$ cat src/sv/spanning_forest_edges_defines.svh
// ----------------------------------------------------------------------------
// spanning_forest_edges_defines
// Assertion macros for the spanning-forest block; empty in synthesis.
// ----------------------------------------------------------------------------
`ifndef SPANNING_FOREST_EDGES_DEFINES_SVH
`define SPANNING_FOREST_EDGES_DEFINES_SVH

`ifndef SYNTHESIS
// Property must hold at every clock edge outside reset
`define SFE_ASSERT(lbl, clk, rst_n, prop) \
  lbl: assert property (@(posedge clk) disable iff (!rst_n) (prop)) \
    else $error("spanning_forest_edges: assertion failed");
// Expression must never be true outside reset
`define SFE_ASSERT_NEVER(lbl, clk, rst_n, expr) \
  lbl: assert property (@(posedge clk) disable iff (!rst_n) !(expr)) \
    else $error("spanning_forest_edges: forbidden condition seen");
`else
`define SFE_ASSERT(lbl, clk, rst_n, prop)
`define SFE_ASSERT_NEVER(lbl, clk, rst_n, expr)
`endif

`endif

$ cat src/sv/sfe_pkg.sv
// ----------------------------------------------------------------------------
// sfe_pkg
// Shared types and constants of the spanning-forest block.
// ----------------------------------------------------------------------------
`default_nettype none

package sfe_pkg;

  localparam int unsigned VertW   = 4;
  localparam int unsigned CountW  = 4;
  localparam int unsigned RowW    = 16;
  localparam int unsigned CfgW    = 5;
  localparam int unsigned RowLimit = 16;

  localparam logic [CfgW-1:0]   VCOUNT_RESET = 5'd16;
  localparam logic [CountW-1:0] RESULT_CAP   = 4'd15;

  // Item kinds
  localparam logic KIND_LOAD    = 1'b0;
  localparam logic KIND_COMPUTE = 1'b1;

  typedef struct packed {
    logic             kind;
    logic [VertW-1:0] row_index;
    logic [RowW-1:0]  row_bits;
  } in_word_t;

  typedef struct packed {
    logic [VertW-1:0]  edge_from;
    logic [VertW-1:0]  edge_to;
    logic              edge_valid;
    logic [CountW-1:0] edge_count;
    logic              is_last;
  } out_word_t;

  localparam out_word_t EMPTY_RESULT = '{
    edge_from: '0, edge_to: '0, edge_valid: 1'b0, edge_count: '0, is_last: 1'b1
  };

  // Controller to datapath
  typedef struct packed {
    logic load_row;
    logic init;
    logic scan;
    logic finish;
  } cmd_t;

  // Datapath to controller
  typedef struct packed {
    logic n_zero;
    logic scan_last;
  } status_t;

  typedef enum logic [1:0] {
    ST_IDLE,
    ST_SCAN,
    ST_DONE
  } sfe_state_e;

endpackage

`default_nettype wire

$ cat src/sv/sfe_ctrl.sv
// ----------------------------------------------------------------------------
// sfe_ctrl
// Sequencer: accepts words, steps the pair scan, closes the compute run.
// ----------------------------------------------------------------------------
`default_nettype none

module sfe_ctrl (
  input  wire                   clk_i,
  input  wire                   rst_ni,
  input  wire                   start,
  input  wire                   kind_i,
  input  sfe_pkg::status_t      status_i,
  output logic                  busy,
  output sfe_pkg::cmd_t         cmd_o
);

  sfe_pkg::sfe_state_e state_q, state_d;

  // State register
  always_ff @(posedge clk_i or negedge rst_ni) begin
    if (!rst_ni) begin
      state_q <= sfe_pkg::ST_IDLE;
    end else begin
      state_q <= state_d;
    end
  end

  // Next state and commands
  always_comb begin
    state_d = state_q;
    cmd_o   = '0;
    unique case (state_q)
      sfe_pkg::ST_IDLE: begin
        if (start) begin
          if (kind_i == sfe_pkg::KIND_LOAD) begin
            cmd_o.load_row = 1'b1;
          end else begin
            cmd_o.init = 1'b1;
            state_d    = status_i.n_zero ? sfe_pkg::ST_DONE : sfe_pkg::ST_SCAN;
          end
        end
      end
      sfe_pkg::ST_SCAN: begin
        cmd_o.scan = 1'b1;
        if (status_i.scan_last) begin
          state_d = sfe_pkg::ST_DONE;
        end
      end
      sfe_pkg::ST_DONE: begin
        cmd_o.finish = 1'b1;
        state_d      = sfe_pkg::ST_IDLE;
      end
      default: begin
        state_d = sfe_pkg::ST_IDLE;
      end
    endcase
  end

  assign busy = (state_q != sfe_pkg::ST_IDLE);

endmodule

`default_nettype wire

$ cat src/sv/sfe_datapath.sv
// ----------------------------------------------------------------------------
// sfe_datapath
// Adjacency rows, component labels, pair counters and result staging.
// ----------------------------------------------------------------------------
`default_nettype none

module sfe_datapath #(
  parameter int unsigned NumRows = 16
) (
  input  wire                          clk_i,
  input  wire                          rst_ni,
  input  wire                          cfg_we_i,
  input  wire  [sfe_pkg::CfgW-1:0]     cfg_wdata_i,
  input  sfe_pkg::in_word_t            in_i,
  input  sfe_pkg::cmd_t                cmd_i,
  output sfe_pkg::status_t             status_o,
  output sfe_pkg::out_word_t           result_o,
  output logic                         result_valid_o
);

  localparam int unsigned IdxW = $clog2(NumRows);
  localparam int unsigned CntW = $clog2(NumRows + 1);

  logic [sfe_pkg::CfgW-1:0]   vcount_q;
  logic [NumRows-1:0]         rows_q [NumRows];
  logic [IdxW-1:0]            labels_q [NumRows];
  logic [IdxW-1:0]            i_q, j_q;
  logic [sfe_pkg::CountW-1:0] found_q;
  sfe_pkg::out_word_t         pend_q, res_q;
  logic                       pend_valid_q, res_valid_q;

  logic [CntW-1:0]    n_act, n_last;
  logic [NumRows-1:0] row_sel;
  logic [IdxW-1:0]    lab_i, lab_j;
  logic               i_last, j_last, hit, emit;
  sfe_pkg::out_word_t emit_word, new_word;

  // Vertex count register
  always_ff @(posedge clk_i or negedge rst_ni) begin
    if (!rst_ni) begin
      vcount_q <= sfe_pkg::VCOUNT_RESET;
    end else if (cfg_we_i) begin
      vcount_q <= cfg_wdata_i;
    end
  end

  // Vertices in use, clamped to the row storage
  always_comb begin
    if (32'(vcount_q) > NumRows) begin
      n_act = CntW'(NumRows);
    end else begin
      n_act = CntW'(vcount_q);
    end
    n_last = n_act - CntW'(1);
  end

  // Adjacency rows; indexes beyond storage are dropped
  always_ff @(posedge clk_i) begin
    if (cmd_i.load_row && (32'(in_i.row_index) < NumRows)) begin
      rows_q[in_i.row_index[IdxW-1:0]] <= in_i.row_bits[NumRows-1:0];
    end
  end

  // Current pair test
  always_comb begin
    row_sel = rows_q[i_q];
    lab_i   = labels_q[i_q];
    lab_j   = labels_q[j_q];
    i_last  = (CntW'(i_q) == n_last);
    j_last  = (CntW'(j_q) == n_last);
    hit     = cmd_i.scan && row_sel[j_q] && (lab_i != lab_j)
              && (found_q < sfe_pkg::RESULT_CAP);
  end

  assign status_o.n_zero    = (n_act == '0);
  assign status_o.scan_last = i_last && j_last;

  // Pair counters, row-major
  always_ff @(posedge clk_i or negedge rst_ni) begin
    if (!rst_ni) begin
      i_q <= '0;
      j_q <= '0;
    end else if (cmd_i.init) begin
      i_q <= '0;
      j_q <= '0;
    end else if (cmd_i.scan) begin
      if (j_last) begin
        j_q <= '0;
        i_q <= i_q + IdxW'(1);
      end else begin
        j_q <= j_q + IdxW'(1);
      end
    end
  end

  // Labels: own index at init, parallel merge on a hit
  always_ff @(posedge clk_i) begin
    for (int unsigned k = 0; k < NumRows; k++) begin
      if (cmd_i.init) begin
        labels_q[k] <= IdxW'(k);
      end else if (hit && (labels_q[k] == lab_i)) begin
        labels_q[k] <= lab_j;
      end
    end
  end

  // Newly found edge
  always_comb begin
    new_word.edge_from  = sfe_pkg::VertW'(i_q);
    new_word.edge_to    = sfe_pkg::VertW'(j_q);
    new_word.edge_valid = 1'b1;
    new_word.edge_count = found_q + sfe_pkg::CountW'(1);
    new_word.is_last    = 1'b0;
  end

  // Pending edge: held until the next one or the end of the run shows is_last
  always_ff @(posedge clk_i or negedge rst_ni) begin
    if (!rst_ni) begin
      pend_valid_q <= 1'b0;
      found_q      <= '0;
    end else if (cmd_i.init) begin
      pend_valid_q <= 1'b0;
      found_q      <= '0;
    end else if (hit) begin
      pend_valid_q <= 1'b1;
      found_q      <= found_q + sfe_pkg::CountW'(1);
    end
  end

  always_ff @(posedge clk_i) begin
    if (hit) begin
      pend_q <= new_word;
    end
  end

  // Word to emit this cycle
  always_comb begin
    emit      = 1'b0;
    emit_word = pend_q;
    if (cmd_i.finish) begin
      emit = 1'b1;
      if (pend_valid_q) begin
        emit_word.is_last = 1'b1;
      end else begin
        emit_word = sfe_pkg::EMPTY_RESULT;
      end
    end else if (hit && pend_valid_q) begin
      emit = 1'b1;
    end
  end

  // Output register, one-cycle strobe
  always_ff @(posedge clk_i or negedge rst_ni) begin
    if (!rst_ni) begin
      res_valid_q <= 1'b0;
    end else begin
      res_valid_q <= emit;
    end
  end

  always_ff @(posedge clk_i) begin
    if (emit) begin
      res_q <= emit_word;
    end
  end

  assign result_o       = res_q;
  assign result_valid_o = res_valid_q;

endmodule

`default_nettype wire

$ cat src/sv/spanning_forest_edges.sv
// ----------------------------------------------------------------------------
// spanning_forest_edges
// Spanning-forest search over a small undirected graph by component labeling.
// ----------------------------------------------------------------------------
// A load word (kind 0) writes one adjacency row; busy stays low. A compute
// word (kind 1) scans the n*n vertex pairs row-major at one pair per cycle,
// merging component labels in parallel on each forest edge, so busy is high
// through the scan state and the closing done state (only the done state for
// n = 0). Results come one per forest edge with result_valid_o high for a
// single cycle each; the receiver cannot stall them and must take each one.
// Every edge is held back one find so it can carry is_last; the final result
// shows as busy falls. A run with no edge gives one empty result.
// ----------------------------------------------------------------------------
`default_nettype none
`include "spanning_forest_edges_defines.svh"

module spanning_forest_edges #(
  parameter int unsigned MAX_VERTS = 16
) (
  input  wire                        clk_i,
  input  wire                        rst_ni,
  input  wire                        start,
  output logic                       busy,
  input  sfe_pkg::in_word_t          in_i,
  input  wire                        cfg_we_i,
  input  wire  [sfe_pkg::CfgW-1:0]   cfg_wdata_i,
  output sfe_pkg::out_word_t         result_o,
  output logic                       result_valid_o
);

  localparam int unsigned NumRows =
    (MAX_VERTS < sfe_pkg::RowLimit) ? MAX_VERTS : sfe_pkg::RowLimit;

  sfe_pkg::cmd_t    cmd;
  sfe_pkg::status_t status;

  // Sequencer
  sfe_ctrl u_ctrl (
    .clk_i    (clk_i),
    .rst_ni   (rst_ni),
    .start    (start),
    .kind_i   (in_i.kind),
    .status_i (status),
    .busy     (busy),
    .cmd_o    (cmd)
  );

  // Storage and scan datapath
  sfe_datapath #(
    .NumRows (NumRows)
  ) u_datapath (
    .clk_i          (clk_i),
    .rst_ni         (rst_ni),
    .cfg_we_i       (cfg_we_i),
    .cfg_wdata_i    (cfg_wdata_i),
    .in_i           (in_i),
    .cmd_i          (cmd),
    .status_o       (status),
    .result_o       (result_o),
    .result_valid_o (result_valid_o)
  );

  // Results only come out of a compute run
  `SFE_ASSERT(a_result_from_run, clk_i, rst_ni, result_valid_o |-> $past(busy))
  // A compute start holds the block busy
  `SFE_ASSERT(a_compute_busy, clk_i, rst_ni,
    (start && !busy && (in_i.kind == sfe_pkg::KIND_COMPUTE)) |=> busy)
  // Closing a run always delivers the last word
  `SFE_ASSERT(a_finish_last, clk_i, rst_ni,
    cmd.finish |=> (result_valid_o && result_o.is_last))
  // An empty result only ever closes a run
  `SFE_ASSERT_NEVER(a_empty_last, clk_i, rst_ni,
    result_valid_o && !result_o.edge_valid && !result_o.is_last)

endmodule

`default_nettype wire
$ cat config.mk
export PLATFORM = sky130hd
export DESIGN_NAME = spanning_forest_edges
export DESIGN_NICKNAME = d
export VERILOG_FILES = /design/src/sv/sfe_pkg.sv /design/src/sv/sfe_ctrl.sv /design/src/sv/sfe_datapath.sv /design/src/sv/spanning_forest_edges.sv
export VERILOG_INCLUDE_DIRS = /design/src /design/src/sv
export SDC_FILE = /design/constraint.sdc
export NUM_CORES = 1
export LEC_CHECK = 0
export BUFFER_PORTS_ARGS = -buffer_cell sky130_fd_sc_hd__buf_2
export CORE_ASPECT_RATIO = 1.25
export CORE_MARGIN = 2
export CORE_UTILIZATION = 55
export DETAILED_ROUTE_END_ITERATION = 10
export PLACE_DENSITY = 0.74
export SKIP_LAST_GASP = 1
export SLEW_MARGIN = 25
export SYNTH_ARGS = -nofsm -noshare
export SYNTH_HDL_FRONTEND = slang
export SYNTH_SLANG_ARGS = --single-unit
$ cat constraint.sdc
create_clock -name clk_i -period 3.85 [get_ports clk_i]
set_clock_uncertainty 0.2 [all_clocks]
set_input_delay 0.1925 -clock clk_i [delete_from_list [all_inputs] [get_ports clk_i]]
set_output_delay 0.1925 -clock clk_i [all_outputs]
set_load 0.01 [all_outputs]
==> impl_summary.log <==
INFO  metric hold_viol_final = 1
INFO  metric cellLeakagePower = 6.04 nW
INFO  metric antenna_cells_inserted = 0
INFO  metric number_of_max_cap_violations = 0
INFO  metric relSlewSlack = 39.8%
INFO  metric synth.net_count = 981
INFO  metric post_synth_num_cell_types = 48
INFO  metric ys_async_sr_fraction = 5.72%
INFO  metric routed_wl = 36800 um
INFO  metric fillerInstances = about 2000
INFO  metric synth_xor_xnor_area_share = 4.38%
INFO  metric worst-r2r-cell-count = 10
INFO  metric final_slew_violations = 0
INFO  metric synth_mux_area_share = between 10% and 20%
INFO  metric synth_top_family_by_area = multiplexers
INFO  metric share_seq_of_total_power = 36.1%
INFO  metric die_w = around 160 um
INFO  metric wire_per_inst = 24.6 um
INFO  metric setup.worst_path.class = register to register
INFO  metric cts.sink_count = 367
INFO  metric postCtsSetupBuffers = 0
INFO  metric synth.top_cells.by_area = sky130_fd_sc_hd__edfxtp_1 (64%), sky130_fd_sc_hd__mux4_2 (13%), sky130_fd_sc_hd__xnor2_1 (4.1%), sky130_fd_sc_hd__dfrtp_1 (3.1%), sky130_fd_sc_hd__mux2i_1 (1.7%)
INFO  metric crit_required = 3.86 ns
INFO  metric yosys_register_bits = 367
INFO  metric vdd_ir_drop_max = 0.481 mV
INFO  metric avgSynthCellArea = 17.1 um2
INFO  metric crit-reg2reg-capture = u_datapath.result_o[9]
INFO  metric initial_core_utilization = 55.6%
INFO  metric finalWeightedCongestion = 0.830
INFO  metric detailed_place_hpwl = around 23000 um
INFO  metric synth_edf_count = 346
INFO  metric area_post_placement = 17300 um2
INFO  metric final.min_clock_period = 3.68 ns
INFO  metric mappedNetlistArea = 16200 um2
INFO  metric grt_setup_unrepaired = no
INFO  metric violated_checks = negative hold slack
INFO  metric grt_util_all_layers = 24.2%
INFO  metric clock_path_buffers = 3
INFO  metric ys_seq_area_share = 67.4%
INFO  metric detail-route-antenna-nets = 0
INFO  metric intPower = around 9.5 mW
INFO  metric yosysWarnings = 0
INFO  metric cts_buffers = 37
INFO  metric kind_of_capture_point_of_the_worst_setup_path = register
INFO  metric remaining_drc_errors = 0
INFO  metric power.clock.fraction = about 22%
INFO  metric insertion_delay = 0.52 ns
INFO  metric tritoncts = built
INFO  metric detail_route.vias_per_cell = 6.08
INFO  metric ctsHtreeMaxLevel = 2
INFO  metric hold_ws = -0.00960 ns
INFO  metric syn2layout_area_growth = 15.3%
INFO  metric drt_pre_antenna_iters = 5
INFO  metric global_route_wire_length_before_repair = 54900 um
INFO  metric start_kind = register
INFO  metric design.die.area = 30900 um2
INFO  metric detail_route.iter0.violations = 742
INFO  metric synthDominantCellAreaShare = 64.1%
INFO  metric compound_gate_fraction_of_synth_area = 3.29%
INFO  metric syn_inst = 947
INFO  metric vias = roughly 9000
INFO  metric timing.rr.start = u_datapath.i_q[2]
INFO  metric post-layout-total-power = 14.7 mW
INFO  metric layout-drive-gt1-share = 26.0%
INFO  metric power.share.switching = 35.4%
INFO  metric global_route.overflow_total = 0
INFO  metric fmaxAchievable = about 0.27 GHz
INFO  metric timing.setup.tns = 0 ns
INFO  metric power_frac_comb = 42.0%
INFO  metric pin_count = 46
INFO  metric grt_max_degree = 37
INFO  metric pwr_density_cell = 787 nW/um2
INFO  metric grt_pass1_vias = ~9400
INFO  metric synth_top_area_cell = sky130_fd_sc_hd__edfxtp_1
INFO  metric grt_antenna_before_repair = 0
INFO  metric crit_path_max_fanout = 16
INFO  metric final_cell_area = 18700 um2
INFO  metric synth-simple-area-share = 6.91%
INFO  metric clk_root_buffer_cell = sky130_fd_sc_hd__clkbuf_16
INFO  metric min_period_over_period = 95.6%
INFO  metric clk_pin_slew_worst_paths = ~0.060 ns
INFO  metric timing.final.setup_violations = 0
INFO  metric worst_setup_path_startpoint = u_datapath.i_q[2]
INFO  metric hold_path_class = primary input to asynchronous set/reset pin
INFO  metric timing.reg2reg.setup_slack = 0.17 ns
INFO  metric ys.flop_type = sky130_fd_sc_hd__edfxtp_1
INFO  metric die_height = 196 um
INFO  metric placeableCoreArea = 29200 um2
INFO  metric outcome = complete, but fails checks
INFO  metric fin_nets = approximately 1100
INFO  metric net-switching-power = between 5 and 6 mW
INFO  metric worstPathArrival = 3.69 ns
INFO  metric worst_tran_pin_value = 0.900 ns
INFO  metric yosys.area_share.adder = less than 1%
INFO  metric io_buffer_count = 45
INFO  metric std_cell_rows = 70
## layer usage
| metal | share of wire (%) | up-vias | GRT usage (%) | wire length [um] |
|---|---|---|---|---|
| li1 | - | 3973 | - | - |
| met1 | 37 | 4648 | 29.3 | 13600 |
| met2 | 54 | 369 | 43.9 | 20000 |
| met3 | 5.6 | 85 | 3.36 | 2040 |
| met4 | 3.1 | 0 | 8.82 | 1140 |
| met5 | 0 | - | 0 | 0 |
## synth_stat cells, drive strengths merged, types with 5 or more instances
| master | count |
|---|---|
| xnor2 | 76 |
| a221oi | 7 |
| dfrtp | 20 |
| a22oi | 17 |
| nand3 | 13 |
| inv | 13 |
| clkbuf | 16 |
| mux4 | 94 |
| mux2 | 5 |
| or3 | 32 |
| nor3 | 6 |
| o21ai | 27 |
| a21oi | 15 |
| buf | 43 |
| xor2 | 5 |
| nand2 | 32 |
| nor2 | 58 |
| nand2b | 12 |
| nor2b | 20 |
| nand4 | 20 |
| edfxtp | 346 |
| mux2i | 28 |
## repair_timing
action / 4_1_cts / 5_1_grt
hold endpoints to repair: 300 / 0
hold buffers: 35 / 0
endpoints found under the setup margin: 0 / 5
gates resized for setup: 0 / 2
## how the worst max path moves through the flow
stage	end	slack, ns
floorplan	u_datapath.result_o[0]	0.08
global placement	u_datapath.labels_q[11][2]	0.23
detailed placement	u_datapath.result_o[12]	0.25
CTS	u_datapath.labels_q[9][0]	0.22
global route	u_datapath.result_o[9]	0.04
finish	u_datapath.result_o[9]	0.17
## flip-flops by register name, summed over array words and instances, names as in the netlist
register                   flops
u_datapath.j_q                 4
u_datapath.pend_valid_q        1
u_datapath.result_valid_o      1
u_datapath.i_q                 4
u_datapath.labels_q           64
u_datapath.vcount_q            5
u_datapath.found_q             4
u_datapath.result_o           14
u_datapath.pend_q             12
u_datapath.rows_q            256
u_ctrl.state_q                 2
## per-stage QoR
stage	setup slack, ns	cells	util [%]
2_1_floorplan	0.0750	947	-
3_3_place_gp	0.228	1397	59.2
3_5_place_dp	0.250	1397	59.2
4_1_cts	0.215	1492	64.0
5_1_grt	0.0356	1492	64.0
6_report	0.170	1492	64.0
## critical path, cell delays in order (launching register included)
cell                       delay (ns)
sky130_fd_sc_hd__dfrtp_1         0.70
sky130_fd_sc_hd__and2_1          0.42
sky130_fd_sc_hd__a22oi_1         0.15
sky130_fd_sc_hd__a21oi_1         0.35
sky130_fd_sc_hd__a31oi_1         0.12
sky130_fd_sc_hd__a221oi_2        0.47
sky130_fd_sc_hd__o221ai_4        0.20
sky130_fd_sc_hd__buf_4           0.20
sky130_fd_sc_hd__buf_4           0.19
sky130_fd_sc_hd__o21ai_1         0.13
sky130_fd_sc_hd__buf_4           0.22
## placed cells by master (no fill, tap or decap), drive strengths merged, types with 3 or more instances in the layout
cell type,n
or3,32
a21oi,15
nor3,6
o21ai,27
a22oi,17
and2,4
or2,4
inv,15
buf,113
dlygate4sd3,35
nand2,32
nor2b,20
nand4,20
mux2i,28
xnor2,76
edfxtp,346
a221oi,7
mux2,5
nor4,4
and3,4
ha,4
nand3,13
a21o,3
nand2b,12
nor2,58
clkbuf,46
nand3b,3
xor2,5
mux4,94
clkinv,12
dfrtp,20
## power groups by stage
| stage | Clock, mW | Combinational [mW] | Sequential (mW) |
|---|---|---|---|
| floorplan | 0 | 4.42 | 5.25 |
| global placement | 0 | 5.97 | 5.37 |
| detailed placement | 0 | 6.11 | 5.38 |
| CTS | 3.28 | 6.18 | 5.30 |
| global route | 3.41 | 6.65 | 5.34 |
| finish | 3.23 | 6.17 | 5.30 |
## cells by family after synthesis
logic type,Yosys count
AND/OR/NAND/NOR,216
multiplexers,127
AO/OA/AOI/OAI,79
flip-flops,367
adder cells (fa/ha/maj),4
buffers and inverters,73
XOR/XNOR,81
## area by class of cell
type / count / area [um2] / share of cell area [%]
repair buffers: 148 / 1220 / 6.55
multi-input cells: 507 / 4930 / 26.4
well taps: 396 / 495 / 2.65
clock inverters: 14 / 97.6 / 0.522
flip-flops and latches: 367 / 10900 / 58.5
clock buffers: 46 / 960 / 5.14
inverters: 14 / 52.6 / 0.281
Note: power is estimated with default switching activity, not from simulation.
